## src/hdl/hti_pkg.sv

```systemverilog
`timescale 1ns / 1ps

package hti_pkg;

	// Sizes and widths
	localparam int MAX_WIDTH_DEF = 4096;
	localparam int PIX_W         = 8;
	localparam int ROW_W         = 16;
	localparam int COL_OUT_W     = 12;
	localparam int IMG_W_W       = 13;
	localparam int CFG_IDX_W     = 2;
	localparam int CFG_DATA_W    = 16;
	localparam int OUT_DATA_W    = 40;
	localparam int PAD_W         = OUT_DATA_W - PIX_W - ROW_W - COL_OUT_W;

	// Levels and register reset values
	localparam logic [PIX_W-1:0]   PIX_MAX   = 8'd255;
	localparam logic [PIX_W-1:0]   LOW_RST   = 8'd50;
	localparam logic [PIX_W-1:0]   HIGH_RST  = 8'd150;
	localparam logic [IMG_W_W-1:0] IMG_W_RST = 13'd640;
	localparam logic [ROW_W-1:0]   IMG_H_RST = 16'd480;

	// Configuration register indexes
	typedef enum logic [CFG_IDX_W-1:0] {
		REG_LOW_THR    = 2'd0,
		REG_HIGH_THR   = 2'd1,
		REG_IMG_WIDTH  = 2'd2,
		REG_IMG_HEIGHT = 2'd3
	} cfg_reg_t;

	// First-pass class codes held in the line buffer
	typedef enum logic [1:0] {
		CODE_ZERO   = 2'd0,
		CODE_WEAK   = 2'd1,
		CODE_STRONG = 2'd2
	} code_t;

	// Per-item control flags decided at the input
	typedef struct packed {
		logic first;      // releases the pixel up and to the left
		logic second;     // releases itself (last column or last row)
		logic end_row;    // last column of the row
		logic interior;   // released pixel is off the top and left borders
		logic wr_res;     // resolved row buffer is written for this item
		logic sel_tail0;  // column two before the end of the row
		logic sel_tail1;  // last column
	} item_flags_t;

	// One result
	typedef struct packed {
		logic [COL_OUT_W-1:0] col;
		logic [ROW_W-1:0]     row;
		logic [PIX_W-1:0]     pixel;
	} result_t;

	function automatic logic [PIX_W-1:0] weak_level(input logic [PIX_W-1:0] lo,
			input logic [PIX_W-1:0] hi);
		logic [PIX_W:0] sum;
		sum = {1'b0, lo} + {1'b0, hi};
		return sum[PIX_W:1];
	endfunction

	function automatic logic [PIX_W-1:0] code_level(input code_t code,
			input logic [PIX_W-1:0] weak_lvl);
		logic [PIX_W-1:0] lvl;
		case (code)
			CODE_STRONG: lvl = PIX_MAX;
			CODE_WEAK:   lvl = weak_lvl;
			default:     lvl = '0;
		endcase
		return lvl;
	endfunction

	function automatic logic is_strong(input code_t code, input logic [PIX_W-1:0] weak_lvl);
		return code_level(code, weak_lvl) == PIX_MAX;
	endfunction

	function automatic code_t classify(input logic [PIX_W-1:0] pix,
			input logic [PIX_W-1:0] lo, input logic [PIX_W-1:0] hi);
		code_t code;
		priority if (pix < lo) begin
			code = CODE_ZERO;
		end else if (pix > hi) begin
			code = CODE_STRONG;
		end else begin
			code = CODE_WEAK;
		end
		return code;
	endfunction

endpackage

```

## src/hdl/hti_outbuf.sv

```systemverilog
`timescale 1ns / 1ps

module hti_outbuf
	import hti_pkg::*;
(
	input  logic                  clk,
	input  logic                  arst_n,
	input  logic                  load,
	input  result_t               res_a,
	input  result_t               res_b,
	input  logic                  has_a,
	input  logic                  has_b,
	output logic                  free,
	output logic                  m_tvalid,
	input  logic                  m_tready,
	output logic [OUT_DATA_W-1:0] m_tdata,
	output logic                  m_tlast
);

	logic    a_v_q, b_v_q;
	result_t a_q, b_q, shown;
	logic    xfer;

	// Slot A goes out before slot B
	assign m_tvalid = a_v_q || b_v_q;
	assign shown    = a_v_q ? a_q : b_q;
	assign m_tlast  = a_v_q ? !b_v_q : 1'b1;
	assign m_tdata  = {{PAD_W{1'b0}}, shown.col, shown.row, shown.pixel};
	assign xfer     = m_tvalid && m_tready;
	assign free     = !m_tvalid || (xfer && m_tlast);

	always_ff @(posedge clk or negedge arst_n) begin
		if (!arst_n) begin
			a_v_q <= 1'b0;
			b_v_q <= 1'b0;
		end else if (load) begin
			a_v_q <= has_a;
			b_v_q <= has_b;
		end else if (xfer) begin
			if (a_v_q) begin
				a_v_q <= 1'b0;
			end else begin
				b_v_q <= 1'b0;
			end
		end
	end

	always_ff @(posedge clk) begin
		if (load) begin
			a_q <= res_a;
			b_q <= res_b;
		end
	end

endmodule

```

## config.mk

```make
export PLATFORM = sky130hd
export DESIGN_NAME = hti_outbuf
export DESIGN_NICKNAME = d
export VERILOG_FILES = /design/src/hdl/hti_pkg.sv /design/src/hdl/hti_outbuf.sv
export SDC_FILE = /design/constraint.sdc
export NUM_CORES = 1
export LEC_CHECK = 0
export BUFFER_PORTS_ARGS = -buffer_cell sky130_fd_sc_hd__buf_2
export CAP_MARGIN = 20
export CORE_MARGIN = 5
export CORE_UTILIZATION = 50
export CTS_CLUSTER_SIZE = 40
export DETAILED_ROUTE_END_ITERATION = 10
export PLACE_DENSITY = 0.84
export SYNTH_ARGS = -nofsm -noshare
export SYNTH_HDL_FRONTEND = slang
export SYNTH_SLANG_ARGS = --single-unit
export TNS_END_PERCENT = 50
```

## constraint.sdc

```tcl
create_clock -name clk -period 2.29 [get_ports clk]
set_input_delay 0.229 -clock clk [delete_from_list [all_inputs] [get_ports clk]]
set_output_delay 0.229 -clock clk [all_outputs]
set_load 0.01 [all_outputs]
```

==> impl_metrics.py <==
metrics = {
    "clock_network": {
        "cts_htree_levels": 3,
        "cts_made_buffers": 9,
        "cts_root_buf": "clkbuf_8",
        "insertion_delay_ns": 0.32,
        "cts_sinks": 74,
        "cts-resized-gates": 0,
        "clockBufferDepth": 2,
        "tritoncts": "yes",
        "postCtsSetupRepairBufs": 0,
        "cts.clk_slew.worst_paths_ns": 0.08,
    },
    "detailed_routing": {
        "drtAntennaViolNets": 0,
        "wl_per_cell_um": 15.1,
        "vias": 1549,
        "routed_wl_um": 5000,
        "drt_iter0_markers": 74,
        "drc": 0,
        "avgViaCountPerCell": 4.67,
        "dr.pass1.iters": 4,
    },
    "layout": {
        "final_cells": 332,
        "final_layout_size_suffix_gt1_share_pct": 66.5,
        "syn_to_final_growth_pct": 30.7,
        "num-nets-final": 333,
        "antennaDiodeCount": 0,
    },
    "critical_path": {
        "r2r_setup_slack_ns": 1.20,
        "critPathMaxStageDelay_ns": 0.36,
        "rr_worst_depth": 3,
        "critPathArrivalTime_ns": 1.52,
        "critical_path_buf_inv_count": 3,
        "cpLargestDelayFamily": "buffers and inverters",
        "endpoint": "free",
        "path_max_fanout": 24,
        "crit_cells": 4,
        "worstSetupEndpointType": "primary output",
        "critPathLaunch": "a_v_q$_DFFE_PN0P_",
        "r2r-end": "a_v_q$_DFFE_PN0P_",
        "startpoint_type": "flip-flop",
        "cpMaxStageDelayCell": "dfrtp_2",
        "required_ns": 2.06,
        "r2r-start": "a_v_q$_DFFE_PN0P_",
        "crit_type": "reg -> out",
        "crit_chain": "buf_4 -> inv_2 -> maj3_2 -> buf_2",
    },
    "synth": {
        "syn_inst": 129,
        "syn_area_um2": 2770,
        "synth_seq_cells": 74,
        "avgSynthCellArea_um2": 21.5,
        "yosysUniqueCellTypes": 14,
        "synth_seq_area_share_pct": 79.8,
        "yosys_warnings": 0,
        "yosys.area.top_type": "edfxtp_1",
        "synth_top_area_share_pct": 78.0,
        "synth_area_leaders": "edfxtp_1, mux2_2, mux2_4",
    },
    "global_routing": {
        "grt_max_degree": 55,
        "use_met3_pct": 4.02,
        "track_usage_pct": 14.9,
        "met2_usage_pct": 25.3,
        "grt-busiest-layer": "met2",
        "grt_overflow": 0,
        "grt_pass1_vias": 1741,
        "grtUsageMet1_pct": 16.5,
        "grt_pass1_wl_um": 8170,
        "antenna_found_initial": 0,
    },
    "flow_run": {
        "cap_violations": 0,
    },
    "timing": {
        "grt_setup_unrepaired": "no",
        "setup_tns_ns": 0,
        "hold_viol_final": 0,
        "fmax_ghz": 0.571,
        "finalCritPeriodShare_pct": 76.5,
        "slew_viol_final": 0,
        "setup_viol": 0,
        "slew_headroom_pct": 64.6,
        "worst_pin_slew_ns": 0.531,
        "fin_crit_ns": 1.75,
        "finClkSkew_ns": 0.00200,
        "fin_ws_ns": 0.538,
    },
    "floorplanning": {
        "die_h_um": 84.5,
        "coreArea_um2": 5440,
        "rows": 27,
        "die_w_um": 84.5,
        "start_util_pct": 51.0,
        "io_pins": 121,
        "die_area_um2": 7130,
    },
    "power_and_ir_drop": {
        "power_uw": 2900,
        "leakage_uw": 0.00151,
        "ir_drop_mv": 0.731,
        "p_per_area_nw_per_um2": 801,
    },
    "place": {
        "dp_slack_ns": 0.856,
        "place.gp.congestion": 0.751,
        "portBuffers": 116,
        "hpwl_um": 3800,
        "dpl.cell_count": 315,
    },
    "run_status": {
        "status": "finished, final reports clean",
    },
    "min_path": {
        "hold_path_class": "in -> reg",
    },
}
==> logic make-up after synthesis <==
logic type                 synth area share, %
AOI/OAI and AO/OA                        0.541
adders and majority gates                0.406
buffers and inverters                     2.53
DFF                                       79.8
muxes                                     15.8
other                                    0.135
and+or+nand+nor                          0.767
==> power by group <==
part	switching, uW	internal (uW)	total [uW]	leakage, uW
combinational	159	185	343	0.000686
clock	434	496	930	0.0000958
sequential	24.5	1600	1630	0.000729
==> cells in the final DEF (no fill, tap or decap), types with 2 or more instances in the layout <==
cell type and count:
nand2_1 4, clkinv_2 4, mux2_2 27, buf_4 2
edfxtp_1 72, conb_1 4, o31ai_1 2, clkbuf_8 9
buf_2 116, mux2_4 9
==> registers in the layout (all words and copies together), names as in the netlist <==
name	count
b_q	36
a_v_q	1
b_v_q	1
a_q	36
==> how the worst min path moves through the flow <==
stage	to	cells after the start	start	slack, ns
finish	a_q[19]$_DFFE_PP_	1	res_a[19]	0.07
global route	b_q[18]$_DFFE_PP_	1	res_b[18]	0.04
CTS	b_q[18]$_DFFE_PP_	1	res_b[18]	0.06
detailed placement	b_v_q$_DFFE_PN0P_	1	arst_n	0.02
global placement	b_v_q$_DFFE_PN0P_	1	arst_n	0.01
floorplan	a_v_q$_DFFE_PN0P_	0	arst_n	-0.07
==> per-layer routing <==
layer	wire [um]	up-vias	part of all wire (%)
met1	1790	733	36
li1	-	745	-
met2	2730	57	55
met5	0	-	0
met4	186	0	3.7
met3	296	14	5.9
==> synthesized netlist by cell type <==
cell type	n
maj3_2	1
buf_2	2
buf_6	2
inv_1	1
o31ai_1	2
buf_4	4
inv_2	1
mux2_2	27
conb_1	1
edfxtp_1	72
nor2b_1	1
mux2_4	9
dfrtp_1	2
nand2_1	4
==> layout make-up <==
cell class | count | area [um2]
clock inverter | 6 | 57.6
timing repair buffer | 120 | 626
clock buffer | 10 | 128
sequential | 74 | 2210
inverter | 2 | 7.51
tap | 72 | 90.1
fill | 392 | 1820
multi-input combinational | 48 | 502
==> stage by stage <==
step / utilization, % / hold WS [ns] / cell area, um2
global placement: 63.0 / 0.0146 / 3430
global route: 66.6 / 0.0411 / 3620
CTS: 66.6 / 0.0597 / 3620
finish: 66.6 / 0.0726 / 3620
detailed placement: 63.0 / 0.0184 / 3430
floorplan: - / -0.0666 / 2780
==> timing repair <==
item                                    4_1_cts  5_1_grt
hold buffers                                  1        0
endpoints found under the setup margin        0        0
endpoints found under the hold margin         2        0
Power figures use the tool's default switching activity.
