**src/hdl/hti_pkg.sv**
```systemverilog
`timescale 1ns / 1ps

package hti_pkg;

	// Sizes and widths
	localparam int MAX_WIDTH_DEF = 4096;
	localparam int PIX_W         = 8;
	localparam int ROW_W         = 16;
	localparam int COL_OUT_W     = 12;
	localparam int IMG_W_W       = 13;
	localparam int CFG_IDX_W     = 2;
	localparam int CFG_DATA_W    = 16;
	localparam int OUT_DATA_W    = 40;
	localparam int PAD_W         = OUT_DATA_W - PIX_W - ROW_W - COL_OUT_W;

	// Levels and register reset values
	localparam logic [PIX_W-1:0]   PIX_MAX   = 8'd255;
	localparam logic [PIX_W-1:0]   LOW_RST   = 8'd50;
	localparam logic [PIX_W-1:0]   HIGH_RST  = 8'd150;
	localparam logic [IMG_W_W-1:0] IMG_W_RST = 13'd640;
	localparam logic [ROW_W-1:0]   IMG_H_RST = 16'd480;

	// Configuration register indexes
	typedef enum logic [CFG_IDX_W-1:0] {
		REG_LOW_THR    = 2'd0,
		REG_HIGH_THR   = 2'd1,
		REG_IMG_WIDTH  = 2'd2,
		REG_IMG_HEIGHT = 2'd3
	} cfg_reg_t;

	// First-pass class codes held in the line buffer
	typedef enum logic [1:0] {
		CODE_ZERO   = 2'd0,
		CODE_WEAK   = 2'd1,
		CODE_STRONG = 2'd2
	} code_t;

	// Per-item control flags decided at the input
	typedef struct packed {
		logic first;      // releases the pixel up and to the left
		logic second;     // releases itself (last column or last row)
		logic end_row;    // last column of the row
		logic interior;   // released pixel is off the top and left borders
		logic wr_res;     // resolved row buffer is written for this item
		logic sel_tail0;  // column two before the end of the row
		logic sel_tail1;  // last column
	} item_flags_t;

	// One result
	typedef struct packed {
		logic [COL_OUT_W-1:0] col;
		logic [ROW_W-1:0]     row;
		logic [PIX_W-1:0]     pixel;
	} result_t;

	function automatic logic [PIX_W-1:0] weak_level(input logic [PIX_W-1:0] lo,
			input logic [PIX_W-1:0] hi);
		logic [PIX_W:0] sum;
		sum = {1'b0, lo} + {1'b0, hi};
		return sum[PIX_W:1];
	endfunction

	function automatic logic [PIX_W-1:0] code_level(input code_t code,
			input logic [PIX_W-1:0] weak_lvl);
		logic [PIX_W-1:0] lvl;
		case (code)
			CODE_STRONG: lvl = PIX_MAX;
			CODE_WEAK:   lvl = weak_lvl;
			default:     lvl = '0;
		endcase
		return lvl;
	endfunction

	function automatic logic is_strong(input code_t code, input logic [PIX_W-1:0] weak_lvl);
		return code_level(code, weak_lvl) == PIX_MAX;
	endfunction

	function automatic code_t classify(input logic [PIX_W-1:0] pix,
			input logic [PIX_W-1:0] lo, input logic [PIX_W-1:0] hi);
		code_t code;
		priority if (pix < lo) begin
			code = CODE_ZERO;
		end else if (pix > hi) begin
			code = CODE_STRONG;
		end else begin
			code = CODE_WEAK;
		end
		return code;
	endfunction

endpackage

```
**src/hdl/hti_cfg.sv**
```systemverilog
`timescale 1ns / 1ps

module hti_cfg
	import hti_pkg::*;
#(
	parameter int MAX_WIDTH = MAX_WIDTH_DEF,
	localparam int WW = $clog2(MAX_WIDTH) + 1
) (
	input  logic                  clk,
	input  logic                  arst_n,
	input  logic                  cfg_we,
	input  logic [CFG_IDX_W-1:0]  cfg_index,
	input  logic [CFG_DATA_W-1:0] cfg_data,
	output logic [PIX_W-1:0]      low_thr,
	output logic [PIX_W-1:0]      high_thr,
	output logic [WW-1:0]         eff_w,
	output logic [ROW_W-1:0]      eff_h
);

	logic [PIX_W-1:0]   low_q;
	logic [PIX_W-1:0]   high_q;
	logic [IMG_W_W-1:0] img_w_q;
	logic [ROW_W-1:0]   img_h_q;

	// Register file
	always_ff @(posedge clk or negedge arst_n) begin
		if (!arst_n) begin
			low_q   <= LOW_RST;
			high_q  <= HIGH_RST;
			img_w_q <= IMG_W_RST;
			img_h_q <= IMG_H_RST;
		end else if (cfg_we) begin
			unique case (cfg_reg_t'(cfg_index))
				REG_LOW_THR:    low_q   <= cfg_data[PIX_W-1:0];
				REG_HIGH_THR:   high_q  <= cfg_data[PIX_W-1:0];
				REG_IMG_WIDTH:  img_w_q <= cfg_data[IMG_W_W-1:0];
				REG_IMG_HEIGHT: img_h_q <= cfg_data[ROW_W-1:0];
			endcase
		end
	end

	// Sizes in force: zero acts as one, width clamps to the line buffer
	always_comb begin
		priority if (img_w_q == '0) begin
			eff_w = WW'(1);
		end else if (32'(img_w_q) > 32'(MAX_WIDTH)) begin
			eff_w = WW'(MAX_WIDTH);
		end else begin
			eff_w = WW'(img_w_q);
		end
	end

	assign eff_h    = (img_h_q == '0) ? ROW_W'(1) : img_h_q;
	assign low_thr  = low_q;
	assign high_thr = high_q;

endmodule

```
**config.mk**
```make
export PLATFORM = sky130hd
export DESIGN_NAME = hti_cfg
export DESIGN_NICKNAME = d
export VERILOG_FILES = /design/src/hdl/hti_pkg.sv /design/src/hdl/hti_cfg.sv
export SDC_FILE = /design/constraint.sdc
export NUM_CORES = 1
export LEC_CHECK = 0
export BUFFER_PORTS_ARGS = -buffer_cell sky130_fd_sc_hd__buf_2
export CAP_MARGIN = 15
export CORE_MARGIN = 5
export CORE_UTILIZATION = 30
export CTS_BUF_LIST = sky130_fd_sc_hd__clkbuf_2 sky130_fd_sc_hd__clkbuf_4 sky130_fd_sc_hd__clkbuf_8
export DETAILED_ROUTE_END_ITERATION = 8
export PLACE_DENSITY = 0.6
export SYNTH_ARGS = -nofsm -noshare
export SYNTH_HDL_FRONTEND = slang
export SYNTH_SLANG_ARGS = --single-unit
export TNS_END_PERCENT = 100
```
**constraint.sdc**
```tcl
create_clock -name clk -period 2 [get_ports clk]
set_clock_uncertainty 0.15 [all_clocks]
set_input_delay 0.1 -clock clk [delete_from_list [all_inputs] [get_ports clk]]
set_output_delay 0.1 -clock clk [all_outputs]
set_load 0.02 [all_outputs]
```
==> flow_summary.toml, run 1 <==
[setup_path]
rrSetupSlack_ns = 0.88
start_kind = "register"
worstPathRequired_ns = 1.75
crit_type = "reg -> out"
critPathMaxFanout = 3
crit_arrival_ns = 1.51
end_kind = "output pin"

[floorplanning]
num_rows = 29
die_w_um = 89.81
start_util_pct = 30.44
ioPinCount = 66
die_h_um = 89.81
core_um2 = 6277
die-area_um2 = 8065

[pwr]
p_total_w = 0.002814
p_leak_nw = 1.183
p_per_area_nw_per_um2 = 1089
irDropWorstVdd_mv = 0.4868

[logic_synthesis]
syn_nets = 155
avgSynthCellArea_um2 = 14.26
synth_top_family_by_area = "multiplexers"
ys_async_sr_fraction_pct = 100.0
yosysMostFrequentCell = "mux2_2"
yosysWarningCount = 0
synth-simple-area-share_pct = 8.120
synth_area_leader_cell = "dfrtp_1"
synth_xor_area_share_pct = 0
synthesis.instances = 134
synth-edff-count = 0
yosysUniqueCellTypes = 15
ys_ff_latch = 45
synthAdderAreaFrac_pct = 0
synth_compound_area_share_pct = 1.048
synth_seq_area_share_pct = 59.79
synth.area.mux_share_pct = 26.52
synth_top_area_share_pct = 41.91
synth_area_leaders = "dfrtp_1 42%, mux2_2 27%, dfstp_2 18%, nor2b_1 3.6%, clkbuf_1 3.3%"
synth_area_um2 = 1911
synth_ff_type = "dfrtp_1"
synth_commonest_cells = "45 x mux2_2, 32 x dfrtp_1, 17 x clkbuf_1, 13 x dfstp_2, 11 x nor2b_1"

[route]
postRouteAntennaNets = 0
drt_iter0_markers = 19
via_count = 1316
drc = 0
totalWireLength_um = 4563
avgRoutedWirePerCell_um = 16.07
dr.pass1.iters = 4
viasPerCell = 4.634

[grt]
grt.overflow.total = 0
grt_usage_pct = 11.61
grt_pass1_wl_um = 7762
grt_pass1_vias = 1473
grt_max_degree = 24
antenna_found_initial = 0

[clocking]
cts_buffers = 5
clkTransAtPathRegs_ns = 0.09
clk_latency_ns = 0.30
clockBufferDepth = 2
clock-sinks = 45
ctsHoldBuffers = 17
post_cts_buffers = 0
cts_root_buf = "clkbuf_8"
cts_resized = 0
htreeDepth = 2
tritoncts = "built"

[layout]
n_fill_cell = 594
syn2layout_area_growth_pct = 35.30
multi_input_area_um2 = 681.9
drive_gt1_share_pct = 65.22
nNetsFinal = 227
diodes = 0
regArea_um2 = 1142

[timing]
rsz0062_at_grt = "false"
setup_tns_ns = 0
post-route-period-util_pct = 88.17
slew_violations = 0
slew_headroom_pct = 54.93
holdWs_ns = 0.1272
fin_crit_ns = 1.763
tightestPinTransition_ns = 0.6741
setup_viol = 0
fmax_ghz = 0.5671
hold_violations = 0

[run]
maxCapViolCount = 0

[status]
status = "complete, no violations"

[placement]
place_congestion = 0.7164
port_buffers = 65
post-dp-hpwl_um = 3324

[hold_path]
hp-class = "in -> reg"
[power by group]
| group | switching (W) | internal, W | leakage [nW] |
|---|---|---|---|
| combinational | 0.000425 | 0.000330 | 0.599 |
| clock | 0.000320 | 0.000503 | 0.0687 |
| sequential | 0.000117 | 0.00112 | 0.515 |
[cell type report]
type / instances / area share, %
Clock buffer: 5 / 2.662
Multi-Input combinational cell: 69 / 26.38
Clock inverter: 3 / 2.662
Tap cell: 77 / 3.727
Inverter: 1 / 0.1452
Sequential cell: 45 / 44.19
Timing Repair Buffer: 84 / 20.23
[sequential cells by signal, indices dropped and copies added, names as in the netlist]
signal    count
img_h_q      16
img_w_q      13
high_thr      8
low_thr       8
[worst max-delay path: stages (launching register included)]
cell     delay, ns
dfrtp_1       0.40
nor4_1        0.43
a41o_1        0.23
buf_2         0.17
[stage by stage]
stage,cells,cell area (um2),utilization (%),setup slack [ns]
3_5_place_dp,259,2277,36.28,0.4519
2_1_floorplan,134,1911,-,0.7793
6_report,284,2585,41.18,0.2366
4_1_cts,284,2585,41.18,0.1952
5_1_grt,284,2585,41.18,0.09615
3_3_place_gp,259,2277,36.28,0.5042
[metal layers]
| metal | track usage [%] | up-vias | share of wire [%] |
|---|---|---|---|
| met1 | 15.75 | 657 | 46 |
| met4 | 1.889 | 0 | 0.50 |
| li1 | - | 606 | - |
| met2 | 17.38 | 49 | 45 |
| met3 | 5.175 | 4 | 8.9 |
| met5 | 0 | - | 0 |
[logic make-up (layout without fill, tap and decap cells)]
logic type,after synthesis,count (layout)
compound gates,2,2
mux,45,45
buf+inv,20,93
flops,45,45
simple gates,22,22
[worst paths after layout]
kind                               from           to  depth (start not counted)
setup / recovery             img_h_q[9]     eff_h[0]                          3
hold / removal             cfg_index[0]   low_thr[0]                          3
setup reg to reg            img_w_q[12]  img_w_q[12]                          2
hold reg to reg              img_h_q[0]   img_h_q[0]                          1
max in group asynchronous        arst_n   img_w_q[9]                          3
min in group asynchronous        arst_n  high_thr[3]                          2
[layout by cell type (no fill, tap or decap), drive strengths merged]
| cell type | Yosys | final |
|---|---|---|
| clkbuf | 17 | 5 |
| nor3b | 1 | 1 |
| inv | 1 | 2 |
| nand3 | 1 | 1 |
| a41o | 1 | 1 |
| buf | 2 | 67 |
| nor3 | 1 | 1 |
| nand3b | 2 | 2 |
| mux2 | 45 | 45 |
| nor4 | 6 | 6 |
| dfrtp | 32 | 32 |
| dfstp | 13 | 13 |
| bufinv | 0 | 2 |
| a32o | 1 | 1 |
| nor2b | 11 | 11 |
| dlygate4sd3 | 0 | 17 |
Power figures use the tool's default switching activity.
==> run 2, diff against run 1 <==
--- a/config.mk
+++ b/config.mk
@@ -8,10 +8,10 @@
 export BUFFER_PORTS_ARGS = -buffer_cell sky130_fd_sc_hd__buf_2
 export CAP_MARGIN = 15
 export CORE_MARGIN = 5
-export CORE_UTILIZATION = 30
+export CORE_UTILIZATION = 55
 export CTS_BUF_LIST = sky130_fd_sc_hd__clkbuf_2 sky130_fd_sc_hd__clkbuf_4 sky130_fd_sc_hd__clkbuf_8
 export DETAILED_ROUTE_END_ITERATION = 8
-export PLACE_DENSITY = 0.6
+export PLACE_DENSITY = 0.95
 export SYNTH_ARGS = -nofsm -noshare
 export SYNTH_HDL_FRONTEND = slang
 export SYNTH_SLANG_ARGS = --single-unit
==> flow_summary.toml, run 2 (synthesis results as in run 1) <==
[route]
via_count = 1296
totalWireLength_um = 4322
dr.pass1.iters = 4
drt_iter0_markers = 50
viasPerCell = 5.163
avgRoutedWirePerCell_um = 17.22
drc = 0
postRouteAntennaNets = 0

[floorplanning]
die-area_um2 = 4753
start_util_pct = 56.81
die_w_um = 68.94
die_h_um = 68.94
num_rows = 21
core_um2 = 3363
ioPinCount = 66

[run]
maxCapViolCount = 0

[grt]
grt.overflow.total = 0
grt_usage_pct = 20.84
grt_pass1_wl_um = 7079
grt_pass1_vias = 1414
antenna_found_initial = 0
grt_max_degree = 46

[setup_path]
critPathMaxFanout = 3
path_cells = "nor4_1 > a41o_1 > buf_2"
cp_top_family = "flip-flops"
r2r-end = "img_w_q[12]"
rr_worst_depth = 2
max_stage_delay_ns = 0.42
cp_num_buf_inv = 1
start_kind = "register"
end_kind = "output pin"
crit_arrival_ns = 1.53
crit_type = "reg -> out"
critical-path-slowest-cell = "dfrtp_1"
rrSetupSlack_ns = 0.89
r2r_start = "img_w_q[12]"
worstPathRequired_ns = 1.75

[clocking]
htreeDepth = 2
cts_root_buf = "clkbuf_4"
clk_latency_ns = 0.34
clkTransAtPathRegs_ns = 0.12
cts_buffers = 5
post_cts_buffers = 0
cts_resized = 0
tritoncts = "built"
clock-sinks = 45
clockBufferDepth = 2

[layout]
drive_gt1_share_pct = 64.88
top_regs = "img_h_q (16), img_w_q (13)"
largest_register_ffs = 16
nNetsFinal = 226
finalNonFillerCells = 251
layout_commonest_cell = "buf_2"
layout_common_cells = "65 x buf_2, 45 x mux2_2, 32 x dfrtp_1"
syn2layout_area_growth_pct = 28.09
regMostFlops = "img_h_q"
n_fill_cell = 258
diodes = 0

[timing]
hold_violations = 0
fin_crit_ns = 1.782
fmax_ghz = 0.5611
rsz0062_at_grt = "false"
setup_viol = 0
post-route-period-util_pct = 89.10
slew_violations = 0
slew_headroom_pct = 38.05
tightestPinTransition_ns = 0.9292
setup_tns_ns = 0

[hold_path]
hold_end = "low_thr[7]"
hp-class = "in -> reg"
whs_path_depth = 3
hold_start = "cfg_index[1]"

[pwr]
p_per_area_nw_per_um2 = 995.2
p_leak_nw = 1.139
irDropWorstVdd_mv = 0.6355

[status]
status = "complete, no violations"

[placement]
post-dp-hpwl_um = 3116
dp_cells = 227
port_buffers = 65
place_congestion = 0.7143
==> run 2: cell types whose count changed in the layout (fill, tap and decap cells not counted) <==
cell and delta:
inv_6 -1, clkbuf_8 -4, clkbuf_4 +6, bufinv_16 -2
buf_12 -1
==> run 2: area by class of cell <==
class	instances	area, um2	share of cell area (%)
clock buffers	7	58.81	2.403
inverters	1	3.754	0.1534
multi-input cells	69	681.9	27.86
flip-flops and latches	45	1142	46.68
well taps	46	57.56	2.352
repair buffers	83	503.0	20.55
==> run 2: report_power, final <==
part           switching [W]  leakage (nW)  internal (W)
Sequential          0.000121         0.515       0.00112
Combinational       0.000430         0.589      0.000327
Clock               0.000259        0.0348      0.000180
==> run 2: worst min-delay path: stages <==
cell and delay, ns:
buf_2 0.13, nor3b_4 0.09, mux2_2 0.22
==> run 2: worst max-delay path by stage <==
stage,from,to,slack [ns],cells after the start
final,img_h_q[4],eff_h[0],0.22,3
after global routing,img_h_q[9],eff_h[0],0.12,3
after CTS,img_h_q[4],eff_h[0],0.18,3
after detailed placement,cfg_index[0],img_w_q[11],0.50,3
after global placement,cfg_index[0],img_w_q[12],0.57,3
after floorplan,img_w_q[12],eff_w[0],0.78,2
==> run 2: routing by layer <==
layer | global-route usage [%] | vias up | wire (um) | share of wire (%)
met5 | 0 | - | 0 | 0
met2 | 34.29 | 53 | 2105 | 49
met4 | 7.056 | 0 | 69 | 1.6
met1 | 25.90 | 637 | 1795 | 42
li1 | - | 598 | - | -
met3 | 6.645 | 8 | 352 | 8.1
==> run 2: metrics by stage <==
| stage | power, W | worst slack [ns] | utilization (%) | instance area [um2] | hold WS [ns] |
|---|---|---|---|---|---|
| after global routing | 0.002583 | 0.1176 | 72.77 | 2447 | 0.08116 |
| after CTS | 0.002452 | 0.1785 | 72.77 | 2447 | 0.07190 |
| final | 0.002436 | 0.2179 | 72.77 | 2447 | 0.07994 |
| after detailed placement | 0.001989 | 0.5025 | 65.96 | 2218 | 0.1339 |
| after floorplan | 0.001722 | 0.7793 | - | 1911 | -0.3456 |
| after global placement | 0.001943 | 0.5694 | 65.96 | 2218 | 0.1103 |
==> run 2: timing repair <==
item	CTS	global route
hold buffers	17	0
setup endpoints to repair	0	0
endpoints found under the hold margin	77	0
